## config.mk

```make
export PLATFORM = sky130hd
export DESIGN_NAME = first_fit_block_allocator
export DESIGN_NICKNAME = d
export VERILOG_FILES = /design/src/hw/rtl/ffba_pkg.sv /design/src/hw/rtl/ffba_ram.sv /design/src/hw/rtl/first_fit_block_allocator.sv
export SDC_FILE = /design/constraint.sdc
export NUM_CORES = 2
export LEC_CHECK = 0
export CAP_MARGIN = 20
export CELL_PAD_IN_SITES_DETAIL_PLACEMENT = 0
export CELL_PAD_IN_SITES_GLOBAL_PLACEMENT = 2
export CORE_MARGIN = 3
export CORE_UTILIZATION = 47
export DETAILED_ROUTE_END_ITERATION = 12
export DONT_BUFFER_PORTS = 1
export GPL_TIMING_DRIVEN = 0
export HOLD_SLACK_MARGIN = 0.05
export PLACE_DENSITY_LB_ADDON = 0.1
export SETUP_SLACK_MARGIN = 0.1
export SLEW_MARGIN = 30
export SYNTH_ARGS = -nofsm -noshare
export SYNTH_HDL_FRONTEND = slang
export SYNTH_SLANG_ARGS = --single-unit
```

## constraint.sdc

```tcl
create_clock -name i_clk -period 11.1 [get_ports i_clk]
set_input_delay 1.665 -clock i_clk [delete_from_list [all_inputs] [get_ports i_clk]]
set_output_delay 1.665 -clock i_clk [all_outputs]
set_load 0.1 [all_outputs]
```

## src/hw/rtl/ffba_pkg.sv

```systemverilog
// Shared types and constants of the first-fit block allocator.
package ffba_pkg;

    localparam int ARENA_BYTES = 1048576;
    localparam int MAX_BLOCKS  = 64;

    localparam int ADDR_W  = 20;
    localparam int SIZE_W  = 21;
    localparam int CNT_W   = $clog2(MAX_BLOCKS + 1);
    localparam int IDX_W   = $clog2(MAX_BLOCKS);
    localparam int ENTRY_W = ADDR_W + SIZE_W;

    localparam logic [1:0] REQ_ALLOC   = 2'd0;
    localparam logic [1:0] REQ_REALLOC = 2'd1;
    localparam logic [1:0] REQ_FREE    = 2'd2;

    localparam logic [2:0] ST_OK       = 3'd0;
    localparam logic [2:0] ST_NOSPACE  = 3'd1;
    localparam logic [2:0] ST_NOTFOUND = 3'd2;
    localparam logic [2:0] ST_FULL     = 3'd3;
    localparam logic [2:0] ST_ZERO     = 3'd4;

    typedef struct packed {
        logic [1:0]        req_type;
        logic [ADDR_W-1:0] block_addr;
        logic [SIZE_W-1:0] req_size;
    } t_req;

    typedef struct packed {
        logic [ADDR_W-1:0] result_addr;
        logic [2:0]        status;
        logic              moved;
        logic [SIZE_W-1:0] copy_len;
    } t_rsp;

endpackage

```

## src/hw/rtl/ffba_ram.sv

```systemverilog
// Generic simple dual-port RAM with a registered read.
module ffba_ram #(
    parameter int WIDTH = 8,
    parameter int DEPTH = 16
) (
    input  logic                     i_clk,
    input  logic                     i_we,
    input  logic [$clog2(DEPTH)-1:0] i_waddr,
    input  logic [WIDTH-1:0]         i_wdata,
    input  logic [$clog2(DEPTH)-1:0] i_raddr,
    output logic [WIDTH-1:0]         o_rdata
);
    logic [WIDTH-1:0] r_mem [DEPTH];
    logic [WIDTH-1:0] r_rdata;

    always_ff @(posedge i_clk) begin
        if (i_we) begin
            r_mem[i_waddr] <= i_wdata;
        end
        r_rdata <= r_mem[i_raddr];
    end

    assign o_rdata = r_rdata;
endmodule

```

## src/hw/rtl/first_fit_block_allocator.sv

```systemverilog
// First-fit block allocator: top level with the table sequencer.
//
// The block keeps the live blocks of a byte arena in one RAM, sorted by start
// offset, and serves one request at a time: allocate, reallocate or free. An
// allocate scans the table in order, one entry per cycle, and stops at the
// first gap that fits; the entries behind the insertion point are then moved
// up one place, again one per cycle. A free looks up the block and moves the
// entries behind it down. A reallocate looks up the block, resizes it in place
// when it still fits before its neighbor or the limit, and otherwise places a
// new block, removes the old one and reports the move with the copy length.
// The single RAM port pair moves one entry per cycle, so the work of a request
// grows with the number of live blocks. A new request beat is taken while the
// previous result beat still waits.
module first_fit_block_allocator (
    input  logic                       i_clk,
    input  logic                       i_rst_n,
    input  logic                       i_in_valid,
    output logic                       o_in_ready,
    input  ffba_pkg::t_req             i_in,
    output logic                       o_out_valid,
    input  logic                       i_out_ready,
    output ffba_pkg::t_rsp             o_out,
    input  logic                       i_cfg_we,
    input  logic [ffba_pkg::SIZE_W-1:0] i_cfg_data
);
    import ffba_pkg::*;

    // Sequencer states.
    localparam logic [2:0] S_IDLE  = 3'd0;
    localparam logic [2:0] S_FIND  = 3'd1; // look up the block by start offset
    localparam logic [2:0] S_BCHK  = 3'd2; // check in-place resize
    localparam logic [2:0] S_PLACE = 3'd3; // first-fit scan
    localparam logic [2:0] S_SHUP  = 3'd4; // open a slot, then write new entry
    localparam logic [2:0] S_SHDN  = 3'd5; // close the slot of a removed entry
    localparam logic [2:0] S_DONE  = 3'd6;

    localparam logic [SIZE_W-1:0] LIM_MAX = SIZE_W'(ARENA_BYTES);
    localparam logic [CNT_W-1:0]  CNT_MAX = CNT_W'(MAX_BLOCKS);

    logic [2:0]        r_state, n_state;
    logic [1:0]        r_type;
    logic [ADDR_W-1:0] r_addr;
    logic [SIZE_W-1:0] r_size;
    logic [SIZE_W-1:0] r_limit;
    logic [CNT_W-1:0]  r_count, n_count;
    logic [CNT_W-1:0]  r_ptr, n_ptr;   // next RAM index to read
    logic              r_pv, n_pv;     // a read is in flight
    logic [CNT_W-1:0]  r_pi, n_pi;     // index tied to the read in flight
    logic [SIZE_W-1:0] r_cand, n_cand; // current first-fit candidate offset
    logic [CNT_W-1:0]  r_pos, n_pos;
    logic [ADDR_W-1:0] r_naddr, n_naddr;
    logic [CNT_W-1:0]  r_idx, n_idx;
    logic [ADDR_W-1:0] r_bstart, n_bstart;
    logic [SIZE_W-1:0] r_old, n_old;
    t_rsp              r_res, n_res;
    t_rsp              r_out;
    logic              r_ovld;

    logic               ram_we;
    logic [IDX_W-1:0]   ram_waddr;
    logic [ENTRY_W-1:0] ram_wdata;
    logic [IDX_W-1:0]   ram_raddr;
    logic [ENTRY_W-1:0] ram_rdata;

    logic [ADDR_W-1:0] rd_start;
    logic [SIZE_W-1:0] rd_size;
    logic [SIZE_W-1:0] lim;
    logic [SIZE_W:0]   cand_end;
    logic [SIZE_W:0]   inplace_end;
    logic [SIZE_W:0]   bound;
    logic [CNT_W-1:0]  ptr_dec;
    logic [CNT_W-1:0]  idx_adj;
    logic              accept;
    logic              out_free;

    ffba_ram #(.WIDTH(ENTRY_W), .DEPTH(MAX_BLOCKS)) u_table (
        .i_clk   (i_clk),
        .i_we    (ram_we),
        .i_waddr (ram_waddr),
        .i_wdata (ram_wdata),
        .i_raddr (ram_raddr),
        .o_rdata (ram_rdata)
    );

    assign rd_start = ram_rdata[ENTRY_W-1:SIZE_W];
    assign rd_size  = ram_rdata[SIZE_W-1:0];

    // A limit above the arena size acts as the arena size.
    assign lim         = (r_limit > LIM_MAX) ? LIM_MAX : r_limit;
    assign cand_end    = {1'b0, r_cand} + {1'b0, r_size};
    assign inplace_end = {2'b00, r_bstart} + {1'b0, r_size};
    assign ptr_dec     = r_ptr - CNT_W'(1);
    assign idx_adj     = (r_pos <= r_idx) ? r_idx + CNT_W'(1) : r_idx;

    // The read of the entry after the found block was issued in the same
    // cycle as the hit, so its data is on the RAM output in S_BCHK.
    assign bound = ((r_idx + CNT_W'(1)) < r_count) ? {2'b00, rd_start} : {1'b0, lim};

    assign o_in_ready = (r_state == S_IDLE);
    assign accept     = i_in_valid && o_in_ready;
    assign out_free   = !r_ovld || i_out_ready;

    always_comb begin
        n_state  = r_state;
        n_count  = r_count;
        n_ptr    = r_ptr;
        n_pv     = 1'b0;
        n_pi     = r_pi;
        n_cand   = r_cand;
        n_pos    = r_pos;
        n_naddr  = r_naddr;
        n_idx    = r_idx;
        n_bstart = r_bstart;
        n_old    = r_old;
        n_res    = r_res;
        ram_we    = 1'b0;
        ram_waddr = r_pi[IDX_W-1:0];
        ram_wdata = ram_rdata;
        ram_raddr = r_ptr[IDX_W-1:0];

        case (r_state)
            S_IDLE: begin
                if (accept) begin
                    n_res  = '0;
                    n_ptr  = '0;
                    n_cand = '0;
                    case (i_in.req_type)
                        REQ_ALLOC: begin
                            if (i_in.req_size == '0) begin
                                n_res.status = ST_ZERO;
                                n_state      = S_DONE;
                            end else if (r_count >= CNT_MAX) begin
                                n_res.status = ST_FULL;
                                n_state      = S_DONE;
                            end else begin
                                n_state = S_PLACE;
                            end
                        end
                        REQ_REALLOC: begin
                            if (i_in.req_size == '0) begin
                                n_res.status = ST_ZERO;
                                n_state      = S_DONE;
                            end else begin
                                n_state = S_FIND;
                            end
                        end
                        REQ_FREE: begin
                            n_state = S_FIND;
                        end
                        default: begin
                            n_state = S_IDLE;
                        end
                    endcase
                end
            end

            S_FIND: begin
                if (r_ptr < r_count) begin
                    n_ptr = r_ptr + CNT_W'(1);
                    n_pv  = 1'b1;
                    n_pi  = r_ptr;
                end
                if (r_pv) begin
                    if (rd_start == r_addr) begin
                        n_idx    = r_pi;
                        n_bstart = rd_start;
                        n_old    = rd_size;
                        n_pv     = 1'b0;
                        if (r_type == REQ_FREE) begin
                            n_ptr   = r_pi + CNT_W'(1);
                            n_state = S_SHDN;
                        end else begin
                            n_state = S_BCHK;
                        end
                    end
                end else if (r_ptr >= r_count) begin
                    n_res.status = ST_NOTFOUND;
                    n_state      = S_DONE;
                end
            end

            S_BCHK: begin
                n_ptr  = '0;
                n_cand = '0;
                if (inplace_end <= bound) begin
                    ram_we    = 1'b1;
                    ram_waddr = r_idx[IDX_W-1:0];
                    ram_wdata = {r_bstart, r_size};
                    n_res.result_addr = r_bstart;
                    n_state   = S_DONE;
                end else if (r_count >= CNT_MAX) begin
                    n_res.status = ST_FULL;
                    n_state      = S_DONE;
                end else begin
                    n_state = S_PLACE;
                end
            end

            S_PLACE: begin
                if (r_ptr < r_count) begin
                    n_ptr = r_ptr + CNT_W'(1);
                    n_pv  = 1'b1;
                    n_pi  = r_ptr;
                end
                if (r_pv) begin
                    if (cand_end <= {2'b00, rd_start} && cand_end <= {1'b0, lim}) begin
                        n_pos   = r_pi;
                        n_naddr = r_cand[ADDR_W-1:0];
                        n_ptr   = r_count;
                        n_pv    = 1'b0;
                        n_state = S_SHUP;
                    end else begin
                        n_cand = SIZE_W'({1'b0, rd_start} + rd_size);
                    end
                end else if (r_ptr >= r_count) begin
                    if (cand_end <= {1'b0, lim}) begin
                        n_pos   = r_count;
                        n_naddr = r_cand[ADDR_W-1:0];
                        n_ptr   = r_count;
                        n_state = S_SHUP;
                    end else begin
                        n_res.status = ST_NOSPACE;
                        n_state      = S_DONE;
                    end
                end
            end

            // r_ptr is the slot that receives the entry below it.
            S_SHUP: begin
                if (r_ptr > r_pos) begin
                    ram_raddr = ptr_dec[IDX_W-1:0];
                    n_pi      = r_ptr;
                    n_pv      = 1'b1;
                    n_ptr     = ptr_dec;
                end
                if (r_pv) begin
                    ram_we    = 1'b1;
                    ram_waddr = r_pi[IDX_W-1:0];
                    ram_wdata = ram_rdata;
                end else if (r_ptr == r_pos) begin
                    ram_we    = 1'b1;
                    ram_waddr = r_pos[IDX_W-1:0];
                    ram_wdata = {r_naddr, r_size};
                    n_count   = r_count + CNT_W'(1);
                    n_res.result_addr = r_naddr;
                    if (r_type == REQ_REALLOC) begin
                        n_res.moved    = 1'b1;
                        n_res.copy_len = (r_old < r_size) ? r_old : r_size;
                        n_idx          = idx_adj;
                        n_ptr          = idx_adj + CNT_W'(1);
                        n_state        = S_SHDN;
                    end else begin
                        n_state = S_DONE;
                    end
                end
            end

            // r_ptr is the entry that moves down into the slot below it.
            S_SHDN: begin
                if (r_ptr < r_count) begin
                    n_pi  = ptr_dec;
                    n_pv  = 1'b1;
                    n_ptr = r_ptr + CNT_W'(1);
                end
                if (r_pv) begin
                    ram_we    = 1'b1;
                    ram_waddr = r_pi[IDX_W-1:0];
                    ram_wdata = ram_rdata;
                end else if (r_ptr >= r_count) begin
                    n_count = r_count - CNT_W'(1);
                    n_state = S_DONE;
                end
            end

            S_DONE: begin
                if (out_free) begin
                    n_state = S_IDLE;
                end
            end

            default: begin
                n_state = S_IDLE;
            end
        endcase
    end

    always_ff @(posedge i_clk) begin
        if (!i_rst_n) begin
            r_state <= S_IDLE;
            r_count <= '0;
            r_limit <= LIM_MAX;
            r_pv    <= 1'b0;
            r_ovld  <= 1'b0;
        end else begin
            r_state <= n_state;
            r_count <= n_count;
            r_pv    <= n_pv;
            if (i_cfg_we) begin
                r_limit <= i_cfg_data;
            end
            if (r_state == S_DONE && out_free) begin
                r_ovld <= 1'b1;
            end else if (i_out_ready) begin
                r_ovld <= 1'b0;
            end
        end
    end

    always_ff @(posedge i_clk) begin
        if (accept) begin
            r_type <= i_in.req_type;
            r_addr <= i_in.block_addr;
            r_size <= i_in.req_size;
        end
        if (r_state == S_DONE && out_free) begin
            r_out <= r_res;
        end
        r_ptr    <= n_ptr;
        r_pi     <= n_pi;
        r_cand   <= n_cand;
        r_pos    <= n_pos;
        r_naddr  <= n_naddr;
        r_idx    <= n_idx;
        r_bstart <= n_bstart;
        r_old    <= n_old;
        r_res    <= n_res;
    end

    assign o_out_valid = r_ovld;
    assign o_out       = r_out;

`ifndef ASSERT_OFF
    // The table never holds more blocks than it has entries.
    a_count_bound: assert property (@(posedge i_clk) disable iff (!i_rst_n)
        r_count <= CNT_MAX)
        else $error("block count exceeds table depth");

    // The table is written only while a request is being worked on.
    a_write_busy: assert property (@(posedge i_clk) disable iff (!i_rst_n)
        ram_we |-> (r_state == S_BCHK || r_state == S_SHUP || r_state == S_SHDN))
        else $error("table written outside a request");

    // A failed request reports no address and no move.
    a_error_clean: assert property (@(posedge i_clk) disable iff (!i_rst_n)
        (o_out_valid && o_out.status != ST_OK) |->
            (o_out.result_addr == '0 && !o_out.moved && o_out.copy_len == '0))
        else $error("error result carries payload");

    // A moving resize always reports a nonzero copy length.
    a_move_len: assert property (@(posedge i_clk) disable iff (!i_rst_n)
        (o_out_valid && o_out.moved) |-> (o_out.copy_len != '0))
        else $error("move without copy length");
`endif
endmodule
```

==> metrics <==
outcome completed; ratio of routed vias to standard cells about 6.7; Slew @ Worst Pin approximately 1.2 ns; Synth Area in Compound Gates 0.102; Detailed Route WL 531 mm; register area share after synthesis 0.701; Synth Instances 8775; most used cell, CP buf_4; CTS tree yes; critical path data required time 11.74 ns; Slew Viols, Final 0; CP arrival 9.98 ns; CTS Hold Bufs 0; flops & latches, synth 2941; post-synthesis cell area between 0.1 and 0.15 sq mm; Final HPWL DP ~400 mm; GP Congestion 0.971; Die Wd 521 um; TritonCTS buffer count approximately 320; vias 89300; Pre-antenna DRT Iters 6; startpoint type of the worst setup path flop; hold violation count in the final report 0; GRT Total Usage 0.381; IO Count 116; global-route wire length before repair 707 mm; library cells used by synthesis between 90 and 100; clk sinks between 2000 and 3000; Core ar. approximately 0.26 sq mm; fin crit period 9.34 ns; dpl cell area 0.139 sq mm; Synth Area in Simple Gates 0.0717; Initial DRC Count 14400; Synth Warn # 0; max cap viols 0; WL per Instance 39.6 um; effective utilization at floorplan 0.474; initial antenna violation count 62; EDFF count, synth 2867; headroom to the max-slew limit 0.171; top_reg_cell synth edfxtp_1; Max clock buf depth 4; Die Y about 520 um; post-CTS setup buffer count 0; Setup crit end kind flop; DRC 0; fin nets 9866; CTS resizes 0; clk_lat worst skew 0.97 ns; final global-route overflow total 0; static leakage 52.2 nW; clk root buf clkbuf_16; fin crit share 0.842; largest family of logic cells by synthesized area compound AO/OA/AOI/OAI gates; Die ar. 0.272 sq mm; # rows 188; PD cells 310 mW/mm^2; FMAX 107 MHz; post-synthesis mux area share 0.0744; cell area after layout 0.150 sq mm; Avg Inst Size Synth 14.2 sq um; vias in the first global route 83400; CTS clk-pin slew, worst paths about 0.060 ns; Mapped Nets 9028; PortBufs 0; ANT nets after route 0; H-tree depth 5; CP Max Fanout 10; crit path kind reg -> reg; Syn-to-layout area delta 19.8%; FFs w/ async S/R, synth 0; Crit path largest cell delay 0.70 ns; largest net degree at the start of global routing 65; setup TNS 0 ns; CP max-delay cell a211oi_1; clk_skew 0.0462 ns; Hold Crit Class reg -> reg; share of layout cells above drive strength 1 0.161; VDD IR max 199 uV; Setup Viol. Count Final 0; RSZ-0062 raised after global routing no; XOR/XNOR Fraction of Synth Area 0.00805; post-synthesis adder-cell area fraction 0.0187
[stage by stage]
step	cells	setup WS, ns	hold slack, ns	utilization	power (mW)
after detailed placement	12800	2.03	0.405	0.529	35.2
after floorplan	8775	3.05	0.400	-	24.1
after CTS	13400	1.94	0.417	0.567	45.5
final	13400	1.76	0.417	0.568	46.3
after global routing	13400	1.47	0.425	0.568	47.1
after global placement	12300	-6.44	0.405	0.491	33.6
[final timing paths]
check	startpoint	endpoint	slack, ns	cells after the start
worst min register to register	r_res[24]$_DFFE_PP_	o_out[24]$_DFFE_PP_	0.42	0
worst min-delay path	r_res[24]$_DFFE_PP_	o_out[24]$_DFFE_PP_	0.42	0
worst max-delay path	r_idx[0]$_DFFE_PP_	u_table.r_mem[15][14]$_DFFE_PP_	1.76	30
worst max register to register	r_idx[0]$_DFFE_PP_	u_table.r_mem[15][14]$_DFFE_PP_	1.76	30
[power by group]
part | switching, mW | leakage (nW) | internal (mW)
registers | 0.588 | 26.4 | 14.6
logic | 15.0 | 20.8 | 5.75
clock network | 4.51 | 4.93 | 5.99
[synthesized netlist by cell type (7+ instances only)]
cell | number | area, sq um
clkbuf_1 | 287 | 1080
a2111oi_0 | 88 | 771
nand3b_1 | 8 | 60.1
a211o_1 | 9 | 78.8
o22ai_1 | 664 | 4150
o21ai_0 | 189 | 946
nor4_1 | 181 | 1130
a21oi_1 | 583 | 2920
mux2i_1 | 777 | 7780
buf_1 | 43 | 161
nand2_1 | 1123 | 4220
inv_1 | 104 | 390
o211ai_1 | 21 | 158
nand2b_1 | 28 | 175
o21bai_1 | 9 | 67.6
edfxtp_1 | 2867 | 86100
o31ai_1 | 14 | 105
nor2_1 | 192 | 721
and3_1 | 26 | 163
a31oi_1 | 7 | 43.8
dfxtp_1 | 74 | 1480
xor2_1 | 35 | 307
nor3_1 | 277 | 1390
a2111oi_2 | 30 | 450
o21ai_1 | 39 | 195
buf_4 | 16 | 120
o21a_1 | 60 | 450
a22o_1 | 20 | 175
and2_1 | 12 | 75.1
mux4_2 | 49 | 1100
buf_6 | 15 | 169
a21o_1 | 50 | 375
o221ai_1 | 81 | 709
nand4_1 | 37 | 231
a22oi_1 | 23 | 173
ha_1 | 180 | 2250
mux2_2 | 35 | 394
buf_2 | 204 | 1020
nor2b_1 | 35 | 219
xnor2_1 | 78 | 683
nand3_1 | 40 | 200
or3_1 | 11 | 68.8
a211oi_1 | 37 | 278
[sequential cells by signal, summed over array words and instances, names as in the netlist, 20 cells and up]
signal           flops
r_old               21
u_table.o_rdata     41
r_cand              21
r_addr              20
r_naddr             20
r_limit             21
r_bstart            20
u_table.r_mem     2624
r_res               45
o_out               45
r_size              21
[metal layers]
metal,global-route usage,up-vias,wire length [um]
met5,0,-,217
met3,0.118,1406,68700
li1,-,36100,-
met2,0.576,6373,234000
met1,0.491,45400,193000
met4,0.209,24,34700
[placed cells by master (no fill, tap or decap), types with 33 or more instances in the layout]
cell type | netlist | layout
buf_1 | 43 | 37
o21a_1 | 60 | 60
ha_1 | 180 | 180
mux2i_1 | 777 | 777
mux4_2 | 49 | 49
nor4_2 | 1 | 33
clkbuf_1 | 287 | 312
o21ai_0 | 189 | 168
clkbuf_16 | 0 | 328
nor3_1 | 277 | 254
buf_16 | 0 | 191
o22ai_1 | 664 | 664
buf_6 | 15 | 69
clkinv_2 | 0 | 56
a21o_1 | 50 | 50
mux2_2 | 35 | 34
nand3_1 | 40 | 40
nand4_1 | 37 | 37
xor2_1 | 35 | 34
a2111oi_2 | 30 | 45
buf_2 | 204 | 234
nor4_1 | 181 | 149
clkinv_1 | 4 | 64
a21oi_1 | 583 | 578
nor2b_1 | 35 | 35
inv_1 | 104 | 103
buf_4 | 16 | 209
a211oi_1 | 37 | 37
buf_12 | 0 | 33
xnor2_1 | 78 | 77
clkbuf_2 | 0 | 36
dfxtp_1 | 74 | 74
edfxtp_1 | 2867 | 2867
nor2_4 | 0 | 45
o21ai_1 | 39 | 40
diode_2 | 0 | 33
nand2_1 | 1123 | 1102
nor2_1 | 192 | 147
o221ai_1 | 81 | 80
[final cells by class]
class / count / area [sq um]
Timing Repair Buffer: 519 / 8450
Fill cell: 21000 / 114000
Multi-Input combinational cell: 5159 / 36100
Clock buffer: 391 / 8460
Antenna cell: 33 / 82.6
Sequential cell: 2941 / 87600
Tap cell: 3515 / 4400
Clock inverter: 168 / 1600
Inverter: 110 / 418
Buffer: 565 / 2600
[logic make-up after synthesis]
kind of cell | count (synthesis)
AO/OA/AOI/OAI | 1994
XOR/XNOR | 114
adder cells (fa/ha/maj) | 184
buffers and inverters | 675
flip-flops | 2941
multiplexers | 862
AND/OR/NAND/NOR | 2005
[critical path, delay by kind of cell, from the launching register on]
family                     cells  cell delay [ns]
DFF                            1             0.40
buffers and inverters         10             3.14
adders and majority gates      2             0.62
muxes                          1             0.42
AOI/OAI and AO/OA              9             2.09
and+or+nand+nor                7             2.16
xor gates and xnor gates       1             0.17
Power figures use the tool's default switching activity.
